--- src/design/message_header_parser_macros.svh ---
// Assertion macros for the message header parser.
// Included by message_header_parser.sv; uses i_clk and i_rst_n of the includer.
`ifndef MESSAGE_HEADER_PARSER_MACROS_SVH
`define MESSAGE_HEADER_PARSER_MACROS_SVH
`ifndef SYNTHESIS
`define MHP_ASSERT(lbl, prop) \
    lbl: assert property (@(posedge i_clk) disable iff (!i_rst_n) prop) \
        else $error("message_header_parser assertion failed");
`define MHP_ASSERT_ALWAYS(lbl, prop) \
    lbl: assert property (@(posedge i_clk) prop) \
        else $error("message_header_parser assertion failed");
`else
`define MHP_ASSERT(lbl, prop)
`define MHP_ASSERT_ALWAYS(lbl, prop)
`endif
`endif

--- src/design/mhp_pkg.sv ---
// Shared types, constants and header length decode for the message header parser.
// No dependencies.
package mhp_pkg;

    localparam logic [1:0] ST_OK        = 2'd0;
    localparam logic [1:0] ST_INVALID   = 2'd1;
    localparam logic [1:0] ST_TRUNCATED = 2'd2;

    localparam logic [4:0] HDR_MIN       = 5'd8;
    localparam logic [1:0] GROUP_SESSION = 2'd1;

    localparam logic [1:0] DST_NONE     = 2'd0;
    localparam logic [1:0] DST_NODE     = 2'd1;
    localparam logic [1:0] DST_GROUP    = 2'd2;
    localparam logic [1:0] DST_RESERVED = 2'd3;

    // one classified byte, front to back
    typedef struct packed {
        logic [7:0] data;
        logic [4:0] pos;
        logic       emit;
        logic [1:0] status;
        logic       with_flags;
        logic       full;
        logic [4:0] len;
    } t_cmd;

    typedef struct packed {
        logic [1:0]  status;
        logic [7:0]  message_flags;
        logic [15:0] sess_id;
        logic [7:0]  sec_flags;
        logic [31:0] msg_counter;
        logic [63:0] source_node;
        logic [63:0] dest_node;
        logic [15:0] dest_group;
        logic [4:0]  header_length;
        logic        secure;
    } t_result;

    // header length for a flags byte, zero when the flags are invalid
    function automatic logic [4:0] hdr_need(input logic [7:0] f);
        logic [4:0] n;
        n = HDR_MIN;
        if (f[7:4] != 4'd0) begin
            return 5'd0;
        end
        if (f[2]) begin
            n = n + 5'd8;
        end
        unique case (f[1:0])
            DST_NONE:  n = n;
            DST_NODE:  n = n + 5'd8;
            DST_GROUP: n = n + 5'd2;
            default:   n = 5'd0;
        endcase
        return n;
    endfunction

endpackage

--- src/design/mhp_front.sv ---
// Front end: tracks byte position, decides when a result is due and its status.
// Depends on mhp_pkg.
module mhp_front (
    input  logic          i_clk,
    input  logic          i_rst_n,
    input  logic          i_valid,
    input  logic [7:0]    i_data_byte,
    input  logic          i_last_byte,
    output logic          o_cmd_push,
    output mhp_pkg::t_cmd o_cmd
);

    logic [4:0] r_pos, n_pos;
    logic       r_skip, n_skip;
    logic [7:0] r_flags, n_flags;
    logic [7:0] fl;
    logic [4:0] count;
    logic [4:0] need;

    always_comb begin
        fl          = (r_pos == 5'd0) ? i_data_byte : r_flags;
        count       = r_pos + 5'd1;
        need        = mhp_pkg::hdr_need(fl);
        n_pos       = r_pos;
        n_skip      = r_skip;
        n_flags     = r_flags;
        o_cmd_push  = 1'b0;
        o_cmd.data       = i_data_byte;
        o_cmd.pos        = r_pos;
        o_cmd.emit       = 1'b0;
        o_cmd.status     = mhp_pkg::ST_OK;
        o_cmd.with_flags = 1'b0;
        o_cmd.full       = 1'b0;
        o_cmd.len        = 5'd0;
        if (i_valid) begin
            if (r_skip) begin
                if (i_last_byte) begin
                    n_skip = 1'b0;
                    n_pos  = 5'd0;
                end
            end else begin
                o_cmd_push = 1'b1;
                n_flags    = fl;
                if (count < mhp_pkg::HDR_MIN) begin
                    if (i_last_byte) begin
                        o_cmd.emit   = 1'b1;
                        o_cmd.status = mhp_pkg::ST_TRUNCATED;
                        n_pos        = 5'd0;
                    end else begin
                        n_pos = count;
                    end
                end else if (need == 5'd0) begin
                    o_cmd.emit       = 1'b1;
                    o_cmd.status     = mhp_pkg::ST_INVALID;
                    o_cmd.with_flags = 1'b1;
                    n_pos            = 5'd0;
                    n_skip           = !i_last_byte;
                end else if (count >= need) begin
                    o_cmd.emit       = 1'b1;
                    o_cmd.status     = mhp_pkg::ST_OK;
                    o_cmd.with_flags = 1'b1;
                    o_cmd.full       = 1'b1;
                    o_cmd.len        = need;
                    n_pos            = 5'd0;
                    n_skip           = !i_last_byte;
                end else if (i_last_byte) begin
                    o_cmd.emit       = 1'b1;
                    o_cmd.status     = mhp_pkg::ST_TRUNCATED;
                    o_cmd.with_flags = 1'b1;
                    n_pos            = 5'd0;
                end else begin
                    n_pos = count;
                end
            end
        end
    end

    always_ff @(posedge i_clk) begin
        if (!i_rst_n) begin
            r_pos  <= 5'd0;
            r_skip <= 1'b0;
        end else begin
            r_pos  <= n_pos;
            r_skip <= n_skip;
        end
        r_flags <= n_flags;
    end

endmodule

--- src/design/mhp_queue.sv ---
// Small FIFO of classified bytes between front and back.
// Depends on mhp_pkg.
module mhp_queue #(
    parameter int DEPTH = 4
) (
    input  logic          i_clk,
    input  logic          i_rst_n,
    input  logic          i_wr,
    input  mhp_pkg::t_cmd i_data,
    input  logic          i_rd,
    output logic          o_valid,
    output logic          o_full,
    output mhp_pkg::t_cmd o_data
);

    localparam int AW = $clog2(DEPTH);
    localparam int CW = $clog2(DEPTH + 1);

    mhp_pkg::t_cmd r_mem [DEPTH];
    logic [AW-1:0] r_wr_ptr, r_rd_ptr;
    logic [CW-1:0] r_count;
    logic          do_wr, do_rd;

    assign o_valid = (r_count != '0);
    assign o_full  = (r_count == CW'(DEPTH));
    assign o_data  = r_mem[r_rd_ptr];
    assign do_wr   = i_wr && !o_full;
    assign do_rd   = i_rd && o_valid;

    always_ff @(posedge i_clk) begin
        if (!i_rst_n) begin
            r_wr_ptr <= '0;
            r_rd_ptr <= '0;
            r_count  <= '0;
        end else begin
            if (do_wr) begin
                r_wr_ptr <= (r_wr_ptr == AW'(DEPTH - 1)) ? '0 : r_wr_ptr + 1'b1;
            end
            if (do_rd) begin
                r_rd_ptr <= (r_rd_ptr == AW'(DEPTH - 1)) ? '0 : r_rd_ptr + 1'b1;
            end
            if (do_wr && !do_rd) begin
                r_count <= r_count + 1'b1;
            end else if (do_rd && !do_wr) begin
                r_count <= r_count - 1'b1;
            end
        end
    end

    always_ff @(posedge i_clk) begin
        if (do_wr) begin
            r_mem[r_wr_ptr] <= i_data;
        end
    end

endmodule

--- src/design/mhp_back.sv ---
// Back end: assembles header fields from classified bytes and holds the result word.
// Depends on mhp_pkg.
module mhp_back (
    input  logic             i_clk,
    input  logic             i_rst_n,
    input  logic             i_cmd_valid,
    input  mhp_pkg::t_cmd    i_cmd,
    output logic             o_cmd_pop,
    input  logic             i_pop,
    output logic             o_out_valid,
    output mhp_pkg::t_result o_result
);

    logic [7:0]  r_flags, n_flags;
    logic [15:0] r_session, n_session;
    logic [7:0]  r_security, n_security;
    logic [31:0] r_counter, n_counter;
    logic [63:0] r_source, n_source;
    logic [63:0] r_dest, n_dest;
    logic        r_out_valid;
    mhp_pkg::t_result r_result, n_result;
    logic [4:0]  rel;
    logic [4:0]  rel_dst;
    logic [1:0]  dst;

    assign o_cmd_pop   = i_cmd_valid && (!i_cmd.emit || !r_out_valid || i_pop);
    assign o_out_valid = r_out_valid;
    assign o_result    = r_result;

    always_comb begin
        n_flags    = r_flags;
        n_session  = r_session;
        n_security = r_security;
        n_counter  = r_counter;
        n_source   = r_source;
        n_dest     = r_dest;
        rel        = i_cmd.pos - 5'd8;
        rel_dst    = n_flags[2] ? rel - 5'd8 : rel;
        if (i_cmd.pos == 5'd0) begin
            n_flags    = i_cmd.data;
            n_session  = 16'd0;
            n_security = 8'd0;
            n_counter  = 32'd0;
            n_source   = 64'd0;
            n_dest     = 64'd0;
            rel_dst    = rel;
        end else if (i_cmd.pos < 5'd3) begin
            n_session[{i_cmd.pos[1], 3'b000} +: 8] = i_cmd.data;
        end else if (i_cmd.pos == 5'd3) begin
            n_security = i_cmd.data;
        end else if (i_cmd.pos < 5'd8) begin
            n_counter[{i_cmd.pos[1:0], 3'b000} +: 8] = i_cmd.data;
        end else if (r_flags[2] && rel < 5'd8) begin
            n_source[{rel[2:0], 3'b000} +: 8] = i_cmd.data;
        end else if (rel_dst < 5'd8) begin
            n_dest[{rel_dst[2:0], 3'b000} +: 8] = i_cmd.data;
        end

        dst      = n_flags[1:0];
        n_result = '0;
        n_result.status = i_cmd.status;
        if (i_cmd.with_flags) begin
            n_result.message_flags = n_flags;
        end
        if (i_cmd.full) begin
            n_result.sess_id       = n_session;
            n_result.sec_flags     = n_security;
            n_result.msg_counter   = n_counter;
            n_result.source_node   = n_source;
            n_result.dest_node     = (dst == mhp_pkg::DST_NODE) ? n_dest : 64'd0;
            n_result.dest_group    = (dst == mhp_pkg::DST_GROUP) ? n_dest[15:0] : 16'd0;
            n_result.header_length = i_cmd.len;
            n_result.secure        = (n_security[1:0] == mhp_pkg::GROUP_SESSION)
                                     || (n_session != 16'd0);
        end
    end

    always_ff @(posedge i_clk) begin
        if (!i_rst_n) begin
            r_out_valid <= 1'b0;
        end else if (o_cmd_pop && i_cmd.emit) begin
            r_out_valid <= 1'b1;
        end else if (i_pop) begin
            r_out_valid <= 1'b0;
        end
    end

    always_ff @(posedge i_clk) begin
        if (o_cmd_pop) begin
            r_flags    <= n_flags;
            r_session  <= n_session;
            r_security <= n_security;
            r_counter  <= n_counter;
            r_source   <= n_source;
            r_dest     <= n_dest;
            if (i_cmd.emit) begin
                r_result <= n_result;
            end
        end
    end

endmodule

--- src/design/message_header_parser.sv ---
// Message header parser top level: front end, byte queue, back end.
// Depends on mhp_pkg, mhp_front, mhp_queue, mhp_back and the assertion macros.
//
// Input channel: one datagram byte per word, last_byte marks the final byte.
// A word is taken on a clock edge with push high and full low; one byte per
// cycle is sustained as long as results are taken when they appear.
// Result channel: one result word per datagram, shown while empty is low and
// taken on an edge with pop high. Empty falls at the clock edge after the one
// that takes the byte completing the header (or ending a short datagram, or
// the eighth byte of a header with invalid flags), later only if words queued
// during a stall wait ahead of it. Payload bytes after that are dropped.
// The front end classifies each header byte combinationally and writes it to a
// QUEUE_DEPTH-word queue; the back end drains one word per cycle into the
// result register. If the receiver stalls with a result held, the back end
// waits on the next result and the queue fills, then full rises; header
// bytes that produce no result still drain while stalled.
// Reset (synchronous) empties the queue and result register and starts a
// new datagram.
`include "message_header_parser_macros.svh"
module message_header_parser #(
    parameter int QUEUE_DEPTH = 4
) (
    input  logic        i_clk,
    input  logic        i_rst_n,
    input  logic        push,
    output logic        full,
    input  logic [7:0]  i_data_byte,
    input  logic        i_last_byte,
    output logic        empty,
    input  logic        pop,
    output logic [1:0]  o_status,
    output logic [7:0]  o_message_flags,
    output logic [15:0] o_sess_id,
    output logic [7:0]  o_sec_flags,
    output logic [31:0] o_msg_counter,
    output logic [63:0] o_source_node,
    output logic [63:0] o_dest_node,
    output logic [15:0] o_dest_group,
    output logic [4:0]  o_header_length,
    output logic        o_secure
);

    logic             accept;
    logic             cmd_push;
    mhp_pkg::t_cmd    cmd_in;
    mhp_pkg::t_cmd    cmd_out;
    logic             cmd_valid;
    logic             cmd_pop;
    logic             out_valid;
    mhp_pkg::t_result result;
    logic             res_ok;
    logic             res_invalid;
    logic             flags_bad;

    assign accept = push && !full;

    mhp_front u_front (
        .i_clk       (i_clk),
        .i_rst_n     (i_rst_n),
        .i_valid     (accept),
        .i_data_byte (i_data_byte),
        .i_last_byte (i_last_byte),
        .o_cmd_push  (cmd_push),
        .o_cmd       (cmd_in)
    );

    mhp_queue #(
        .DEPTH (QUEUE_DEPTH)
    ) u_queue (
        .i_clk   (i_clk),
        .i_rst_n (i_rst_n),
        .i_wr    (cmd_push),
        .i_data  (cmd_in),
        .i_rd    (cmd_pop),
        .o_valid (cmd_valid),
        .o_full  (full),
        .o_data  (cmd_out)
    );

    mhp_back u_back (
        .i_clk       (i_clk),
        .i_rst_n     (i_rst_n),
        .i_cmd_valid (cmd_valid),
        .i_cmd       (cmd_out),
        .o_cmd_pop   (cmd_pop),
        .i_pop       (pop),
        .o_out_valid (out_valid),
        .o_result    (result)
    );

    assign empty           = !out_valid;
    assign o_status        = result.status;
    assign o_message_flags = result.message_flags;
    assign o_sess_id       = result.sess_id;
    assign o_sec_flags     = result.sec_flags;
    assign o_msg_counter   = result.msg_counter;
    assign o_source_node   = result.source_node;
    assign o_dest_node     = result.dest_node;
    assign o_dest_group    = result.dest_group;
    assign o_header_length = result.header_length;
    assign o_secure        = result.secure;

    assign res_ok      = !empty && (o_status == mhp_pkg::ST_OK);
    assign res_invalid = !empty && (o_status == mhp_pkg::ST_INVALID);
    assign flags_bad   = (o_message_flags[7:4] != 4'd0)
                         || (o_message_flags[1:0] == mhp_pkg::DST_RESERVED);

    `MHP_ASSERT_ALWAYS(a_status_legal, !empty |-> (o_status <= mhp_pkg::ST_TRUNCATED))
    `MHP_ASSERT(a_len_only_ok, (!empty && !res_ok) |-> (o_header_length == 5'd0))
    `MHP_ASSERT(a_invalid_flags, res_invalid |-> flags_bad)
    `MHP_ASSERT(a_ok_len_min, res_ok |-> (o_header_length >= mhp_pkg::HDR_MIN))

endmodule

--- config.mk ---
export PLATFORM = sky130hd
export DESIGN_NAME = message_header_parser
export DESIGN_NICKNAME = d
export VERILOG_FILES = /design/src/design/mhp_pkg.sv /design/src/design/mhp_front.sv /design/src/design/mhp_queue.sv /design/src/design/mhp_back.sv /design/src/design/message_header_parser.sv
export VERILOG_INCLUDE_DIRS = /design/src /design/src/design
export SDC_FILE = /design/constraint.sdc
export NUM_CORES = 1
export LEC_CHECK = 0
export ABC_AREA = 1
export BUFFER_PORTS_ARGS = -buffer_cell sky130_fd_sc_hd__buf_2
export CAP_MARGIN = 20
export CORE_MARGIN = 3
export CORE_UTILIZATION = 45
export DETAILED_ROUTE_END_ITERATION = 8
export PLACE_DENSITY = 0.59
export SLEW_MARGIN = 10
export SYNTH_ARGS = -nofsm -noshare
export SYNTH_HDL_FRONTEND = slang
export SYNTH_HIERARCHICAL = 1
export SYNTH_SLANG_ARGS = --single-unit
--- constraint.sdc ---
create_clock -name i_clk -period 48.8 [get_ports i_clk]
set_input_delay 2.44 -clock i_clk [delete_from_list [all_inputs] [get_ports i_clk]]
set_output_delay 2.44 -clock i_clk [all_outputs]
set_load 0.02 [all_outputs]
* Word-level counts from Yosys, hierarchy flattened *
Memories as Yosys holds them, arrays and structs flattened. A register that Yosys moved wholly into a read port is not among the register bits.
Cells that the tools add are included.

storage, ports and cells
  output and inout bits = 218
  bits in writable memories = 92
  bits of input ports = 13
  memories = 1
  register bits = 430
  word-level logic and storage cells = 161

memories
  memory         words  bits a word  read ports  clocked after memory_dff  write ports  RTL line         text
  u_queue.r_mem  4      23           1           1                         1            mhp_queue.sv:19  mhp_pkg::t_cmd r_mem [DEPTH];

cells by class
  equal/unequal tests = 10
  bitwise gates (word level) = 1
  multiplexer cells = 66
  order comparisons = 6
  add/sub/neg operators = 13
  shift-type cells = 8
  reduce and logical (&&, ||, !) cells = 32

operators with widths
  cell                    count
  $mux 64                 11
  $bwmux 64               2
  $mux 32                 4
  $shift 8x8->64 const A  2
  $shiftx 8x8->64         2
  $mux 5                  11
  $mux 8                  5
  $bwmux 32               1
  $mux 16                 2
  $shift 8x7->32 const A  1
  $shiftx 8x7->32         1
  $lt 5x4->1 const B      4
  $mux 10                 2
  $bwmux 16               1
  $neg 6->8               2
  $reduce_bool 16->1      1
  $shift 8x6->16 const A  1
  $shiftx 8x6->16         1
  $logic_not 5->1         3
  $pmux 5 s3              1
  $mux 1                  12
  $mux 3                  4
  $mux 4                  3
  $mux 6                  2
  other kinds (28)        57

* Logic depth before layout (Yosys ltp) *
  depth in word-level cells = 14
  depth in mapped cells = 23
  mapped depth without buffers = 23

* By module *
The synthesis kept the hierarchy.

by module, submodules not included
  module                 area each (µm²)  cells each  times used
  mhp_back               18014.8          1605        1
  mhp_queue              4220.3           293         1
  mhp_front              1083.5           152         1
  message_header_parser  13.8             3           1

* Worst setup path after synthesis *
Ideal clock, no wire load.

  path type = in2reg
  start point = in pop
  end point = reg u_back.r_result (netlist bit u_back/o_result[0]), enable pin
  arrival = 17147 ps
  slack = 31115 ps
  stages on the path = 4
  data required time = 48261 ps
  cell sequence = inv_1 > a31oi_1 > nand2_1 > inv_1

on the way
  longest elaborated chain between the ends = 3

RTL lines
  what                               RTL line                     text
  from (decl)                        message_header_parser.sv:30  input logic pop,
  $logic_or 1x1->1                   mhp_back.sv:26               assign o_cmd_pop = i_cmd_valid && (!i_cmd.emit || !r_out_valid || i_pop);
  $logic_and 1x1->1                  mhp_back.sv:26
  net cmd_pop                        message_header_parser.sv:48  logic cmd_pop;
  $reduce_and 2->1 (no source line)  -
  to (signal assigned)               mhp_back.sv:97               r_result <= n_result;
  to (decl)                          mhp_back.sv:21               mhp_pkg::t_result r_result, n_result;

The timed path passes the listed nets, and every way through them passes these cells.
A chain may end at the register's enable or synchronous reset.

==> impl_metrics.tcl <==
set metrics [dict create \
    outcome "finished, final reports clean" \
    worstRegToRegCells 14 \
    synth_area_leader_cell "sky130_fd_sc_hd__edfxtp_1" \
    placeableCoreArea_um2 50700 \
    fin_nets 2289 \
    r2r_slack_ns 43.60 \
    timing.critical_path.to_type "register" \
    synthesis.area_um2 23300 \
    period_needed_ns 5.20 \
    synthArstFlopShare_pct 0 \
    grt_setup_unrepaired "no" \
    floorplan.initialDensity_pct 46.0 \
    dieHeight_um 234 \
    crit_path_max_fanout 47 \
    number_of_global_route_vias_before_repair 15000 \
    synth.ff_latch_count 523 \
    cts_tree "yes" \
    most_common_cell_in_the_netlist "sky130_fd_sc_hd__edfxtp_1" \
    cts-hold-fix-buffers 0 \
    power_frac_comb_pct 42.7 \
    arr_time_crit_path_ns 5.56 \
    maxCapViolations 0 \
    num_vias 15700 \
    die_w_um 234 \
    cts.sinks 523 \
    synthToLayoutAreaGrowth_pct 13.8 \
    port-buffer-count 230 \
    design.die.area_um2 54600 \
    hpwlAfterDp_mm 37.8 \
    critical_register_to_register_path_endpoint "u_back/o_result[133]" \
    critical_path.endpoint "u_back/o_result[133]" \
    final-max-slew-violation-count 0 \
    antenna_left 0 \
    timing.setup.critical_path_class "register to register" \
    drc 0 \
    netlist.area_leader.share_pct 65.3 \
    hold_viol_final 0 \
    gpl.final_weighted_congestion 0.838 \
    pwr-share-seq_pct 39.8 \
    antenna_found_initial 1 \
    final_core_util_pct 52.4 \
    worstHoldPathCells 2 \
    worstSkewPairLatency_ns 0.60 \
    cts_repair_resizes 0 \
    cp-start-kind "register" \
    cts.root.buffer_cell "sky130_fd_sc_hd__clkbuf_16" \
    worst-slew-pin-transition_ns 1.25 \
    detail_route.iter0.violations 1331 \
    final.fill_count 4517 \
    floorplan.rows 82 \
    cts_setup_buffers 0 \
    power_report.internal_total_mw 1.28 \
    max_slew_margin_pct 17.0 \
    cellPowerDensity_nw_per_um2 83.5 \
    p_leak_nw 10.6 \
    worst_ep_required_time_ns 49.15 \
    yosysWarningCount 6 \
    grt_pass1_wl_mm 86.5 \
    finClkSkew_ns 0.0170 \
    cts-htree-levels 2 \
    drt-vias-per-instance 5.29 \
    synth_ff_type "sky130_fd_sc_hd__edfxtp_1" \
    cts_made_buffers 55 \
    synth-edff-count 507 \
    globalRoute.totalOverflow 0 \
    netlist_top_cells_count "sky130_fd_sc_hd__edfxtp_1, sky130_fd_sc_hd__nor2_1, sky130_fd_sc_hd__inv_1" \
    power.switching_fraction_pct 42.3 \
    final_layout_size_suffix_gt1_share_pct 20.9 \
    clock.fmax_ghz 0.192 \
    cts.reportedPaths.clkPinSlew_ns 0.06 \
    timing.final.crit_share_pct 10.7 \
    totalNegativeSetupSlack_ns 0 \
    detail_route.first_pass.iterations 5 \
    setup_violations 0 \
    syn_inst 2053 \
    overall_fraction_of_global_route_tracks_in_use_pct 20.6 \
    yosysSeqAreaShare_pct 66.6 \
    clock_power_share_pct 17.5 \
    antenna_cells 0 \
    ioPinCount 231 \
    ys_types 52 \
    synth_area_leaders "sky130_fd_sc_hd__edfxtp_1, sky130_fd_sc_hd__nor2_1, sky130_fd_sc_hd__inv_1" \
    cts.path.max_buffers 3 \
    wl_per_cell_um 19.2 \
    total_detailed_routing_wirelength_mm 57.0 \
    synth_area_per_cell_um2 11.4 \
    vdd_drop_max_uv 59.3 \
    total_switching_power_mw 0.938 \
    hold_path.class "register to register" \
    grt_start_max_net_pins 195 \
]
[flip-flops by register name, indices dropped and copies added (netlist names), named ones only]
| signal | count |
|---|---|
| u_queue/r_wr_ptr | 2 |
| u_back/r_flags | 8 |
| u_back/r_source | 64 |
| u_queue/r_count | 3 |
| u_front/r_pos | 5 |
| u_back/r_security | 8 |
| u_back/r_dest | 64 |
| u_back/o_result | 216 |
| u_queue/r_rd_ptr | 2 |
| u_front/r_skip | 1 |
| u_back/o_out_valid | 1 |
| u_back/r_session | 16 |
| u_back/r_counter | 32 |
| u_front/r_flags | 7 |
| u_queue/r_mem | 92 |
[critical path, stage by stage, from the launching register on]
cell	delay (ns)
sky130_fd_sc_hd__dfxtp_1	0.29
sky130_fd_sc_hd__buf_4	0.27
sky130_fd_sc_hd__inv_8	0.37
sky130_fd_sc_hd__nor2_2	0.06
sky130_fd_sc_hd__o22ai_2	0.71
sky130_fd_sc_hd__inv_1	0.52
sky130_fd_sc_hd__ha_1	0.53
sky130_fd_sc_hd__ha_1	0.43
sky130_fd_sc_hd__inv_1	0.17
sky130_fd_sc_hd__nand3_2	0.13
sky130_fd_sc_hd__nor2_1	0.71
sky130_fd_sc_hd__inv_1	0.30
sky130_fd_sc_hd__nand2_1	0.15
sky130_fd_sc_hd__a21oi_1	0.08
sky130_fd_sc_hd__and2_1	0.20
[worst min-delay path by stage]
stage	from	to	slack [ns]
5_1_grt	u_front/r_skip	u_front/r_skip	0.52
2_1_floorplan	u_front/r_skip	u_front/r_skip	0.45
3_5_place_dp	u_front/r_skip	u_front/r_skip	0.47
3_3_place_gp	u_front/r_skip	u_front/r_skip	0.46
4_1_cts	u_front/r_skip	u_front/r_skip	0.48
6_report	u_front/r_skip	u_front/r_skip	0.48
[kinds of logic (layout without fill, tap and decap cells)]
kind of cell / after synthesis / in the layout / synth area share [%]
AO/OA/AOI/OAI: 309 / 309 / 8.68
XOR/XNOR: 3 / 3 / 0.113
adder cells (fa/ha/maj): 21 / 21 / 1.16
buffers and inverters: 328 / 565 / 6.28
flip-flops: 523 / 523 / 66.6
other: 1 / 2 / 0.0161
AND/OR/NAND/NOR: 868 / 868 / 17.1
[area by class of cell]
type	count	area (µm²)	area share, %
clock buffer	66	1420	5.34
timing repair buffer	248	1320	4.96
inverter	224	860	3.24
clock inverter	27	233	0.876
tap	672	841	3.17
sequential	523	15500	58.5
multi-input combinational	1203	6350	23.9
[through the flow]
stage	hold WS [ns]	setup WS [ns]	total power, mW	std cells	instance area [µm²]
finish	0.476	43.60	2.22	2963	26600
global route	0.516	43.10	2.36	2963	26600
CTS	0.476	43.48	2.24	2962	26500
detailed placement	0.468	43.01	1.84	2869	24900
global placement	0.456	43.05	1.82	2868	24900
floorplan	0.445	31.11	1.58	2054	23300
[layer usage]
layer	global-route usage, %	share of wire [%]	wire length (µm)	vias to the layer above
li1	-	-	-	7540
met1	26.6	42	23700	7619
met2	35.2	50	28300	418
met3	4.32	6.1	3500	92
met4	5.91	2.5	1450	2
met5	0	0.028	16	-
[layout by cell type (no fill, tap or decap), types with 4 or more instances in the layout]
cell type | Yosys | routed
sky130_fd_sc_hd__a211oi_1 | 52 | 52
sky130_fd_sc_hd__a211oi_2 | 4 | 4
sky130_fd_sc_hd__a21oi_1 | 62 | 62
sky130_fd_sc_hd__and2_1 | 11 | 11
sky130_fd_sc_hd__buf_2 | 28 | 230
sky130_fd_sc_hd__buf_4 | 20 | 16
sky130_fd_sc_hd__bufinv_16 | 0 | 4
sky130_fd_sc_hd__clkbuf_1 | 39 | 11
sky130_fd_sc_hd__clkbuf_16 | 0 | 55
sky130_fd_sc_hd__clkinv_1 | 1 | 13
sky130_fd_sc_hd__clkinv_2 | 0 | 8
sky130_fd_sc_hd__dfxtp_1 | 16 | 16
sky130_fd_sc_hd__edfxtp_1 | 507 | 507
sky130_fd_sc_hd__ha_1 | 20 | 20
sky130_fd_sc_hd__inv_1 | 208 | 206
sky130_fd_sc_hd__inv_2 | 14 | 13
sky130_fd_sc_hd__nand2_1 | 203 | 203
sky130_fd_sc_hd__nand2_2 | 13 | 13
sky130_fd_sc_hd__nand3_1 | 43 | 43
sky130_fd_sc_hd__nand3_2 | 6 | 5
sky130_fd_sc_hd__nand3b_1 | 4 | 4
sky130_fd_sc_hd__nand4_1 | 5 | 5
sky130_fd_sc_hd__nor2_1 | 360 | 360
sky130_fd_sc_hd__nor2_2 | 34 | 34
sky130_fd_sc_hd__nor2_4 | 14 | 14
sky130_fd_sc_hd__nor3_1 | 101 | 101
sky130_fd_sc_hd__nor4_1 | 51 | 51
sky130_fd_sc_hd__o211ai_1 | 4 | 4
sky130_fd_sc_hd__o21ai_0 | 124 | 124
sky130_fd_sc_hd__o21ai_1 | 5 | 5
sky130_fd_sc_hd__o21ai_2 | 28 | 28
sky130_fd_sc_hd__o22ai_2 | 23 | 23
sky130_fd_sc_hd__or2_2 | 11 | 11
[power groups by stage]
| stage | Sequential (mW) | Clock (mW) | Combinational, mW |
|---|---|---|---|
| CTS | 0.885 | 0.400 | 0.953 |
| floorplan | 1.04 | 0 | 0.538 |
| global placement | 0.890 | 0 | 0.935 |
| global route | 0.901 | 0.417 | 1.04 |
| finish | 0.883 | 0.389 | 0.947 |
| detailed placement | 0.891 | 0 | 0.950 |
Power figures use the tool's default switching activity.
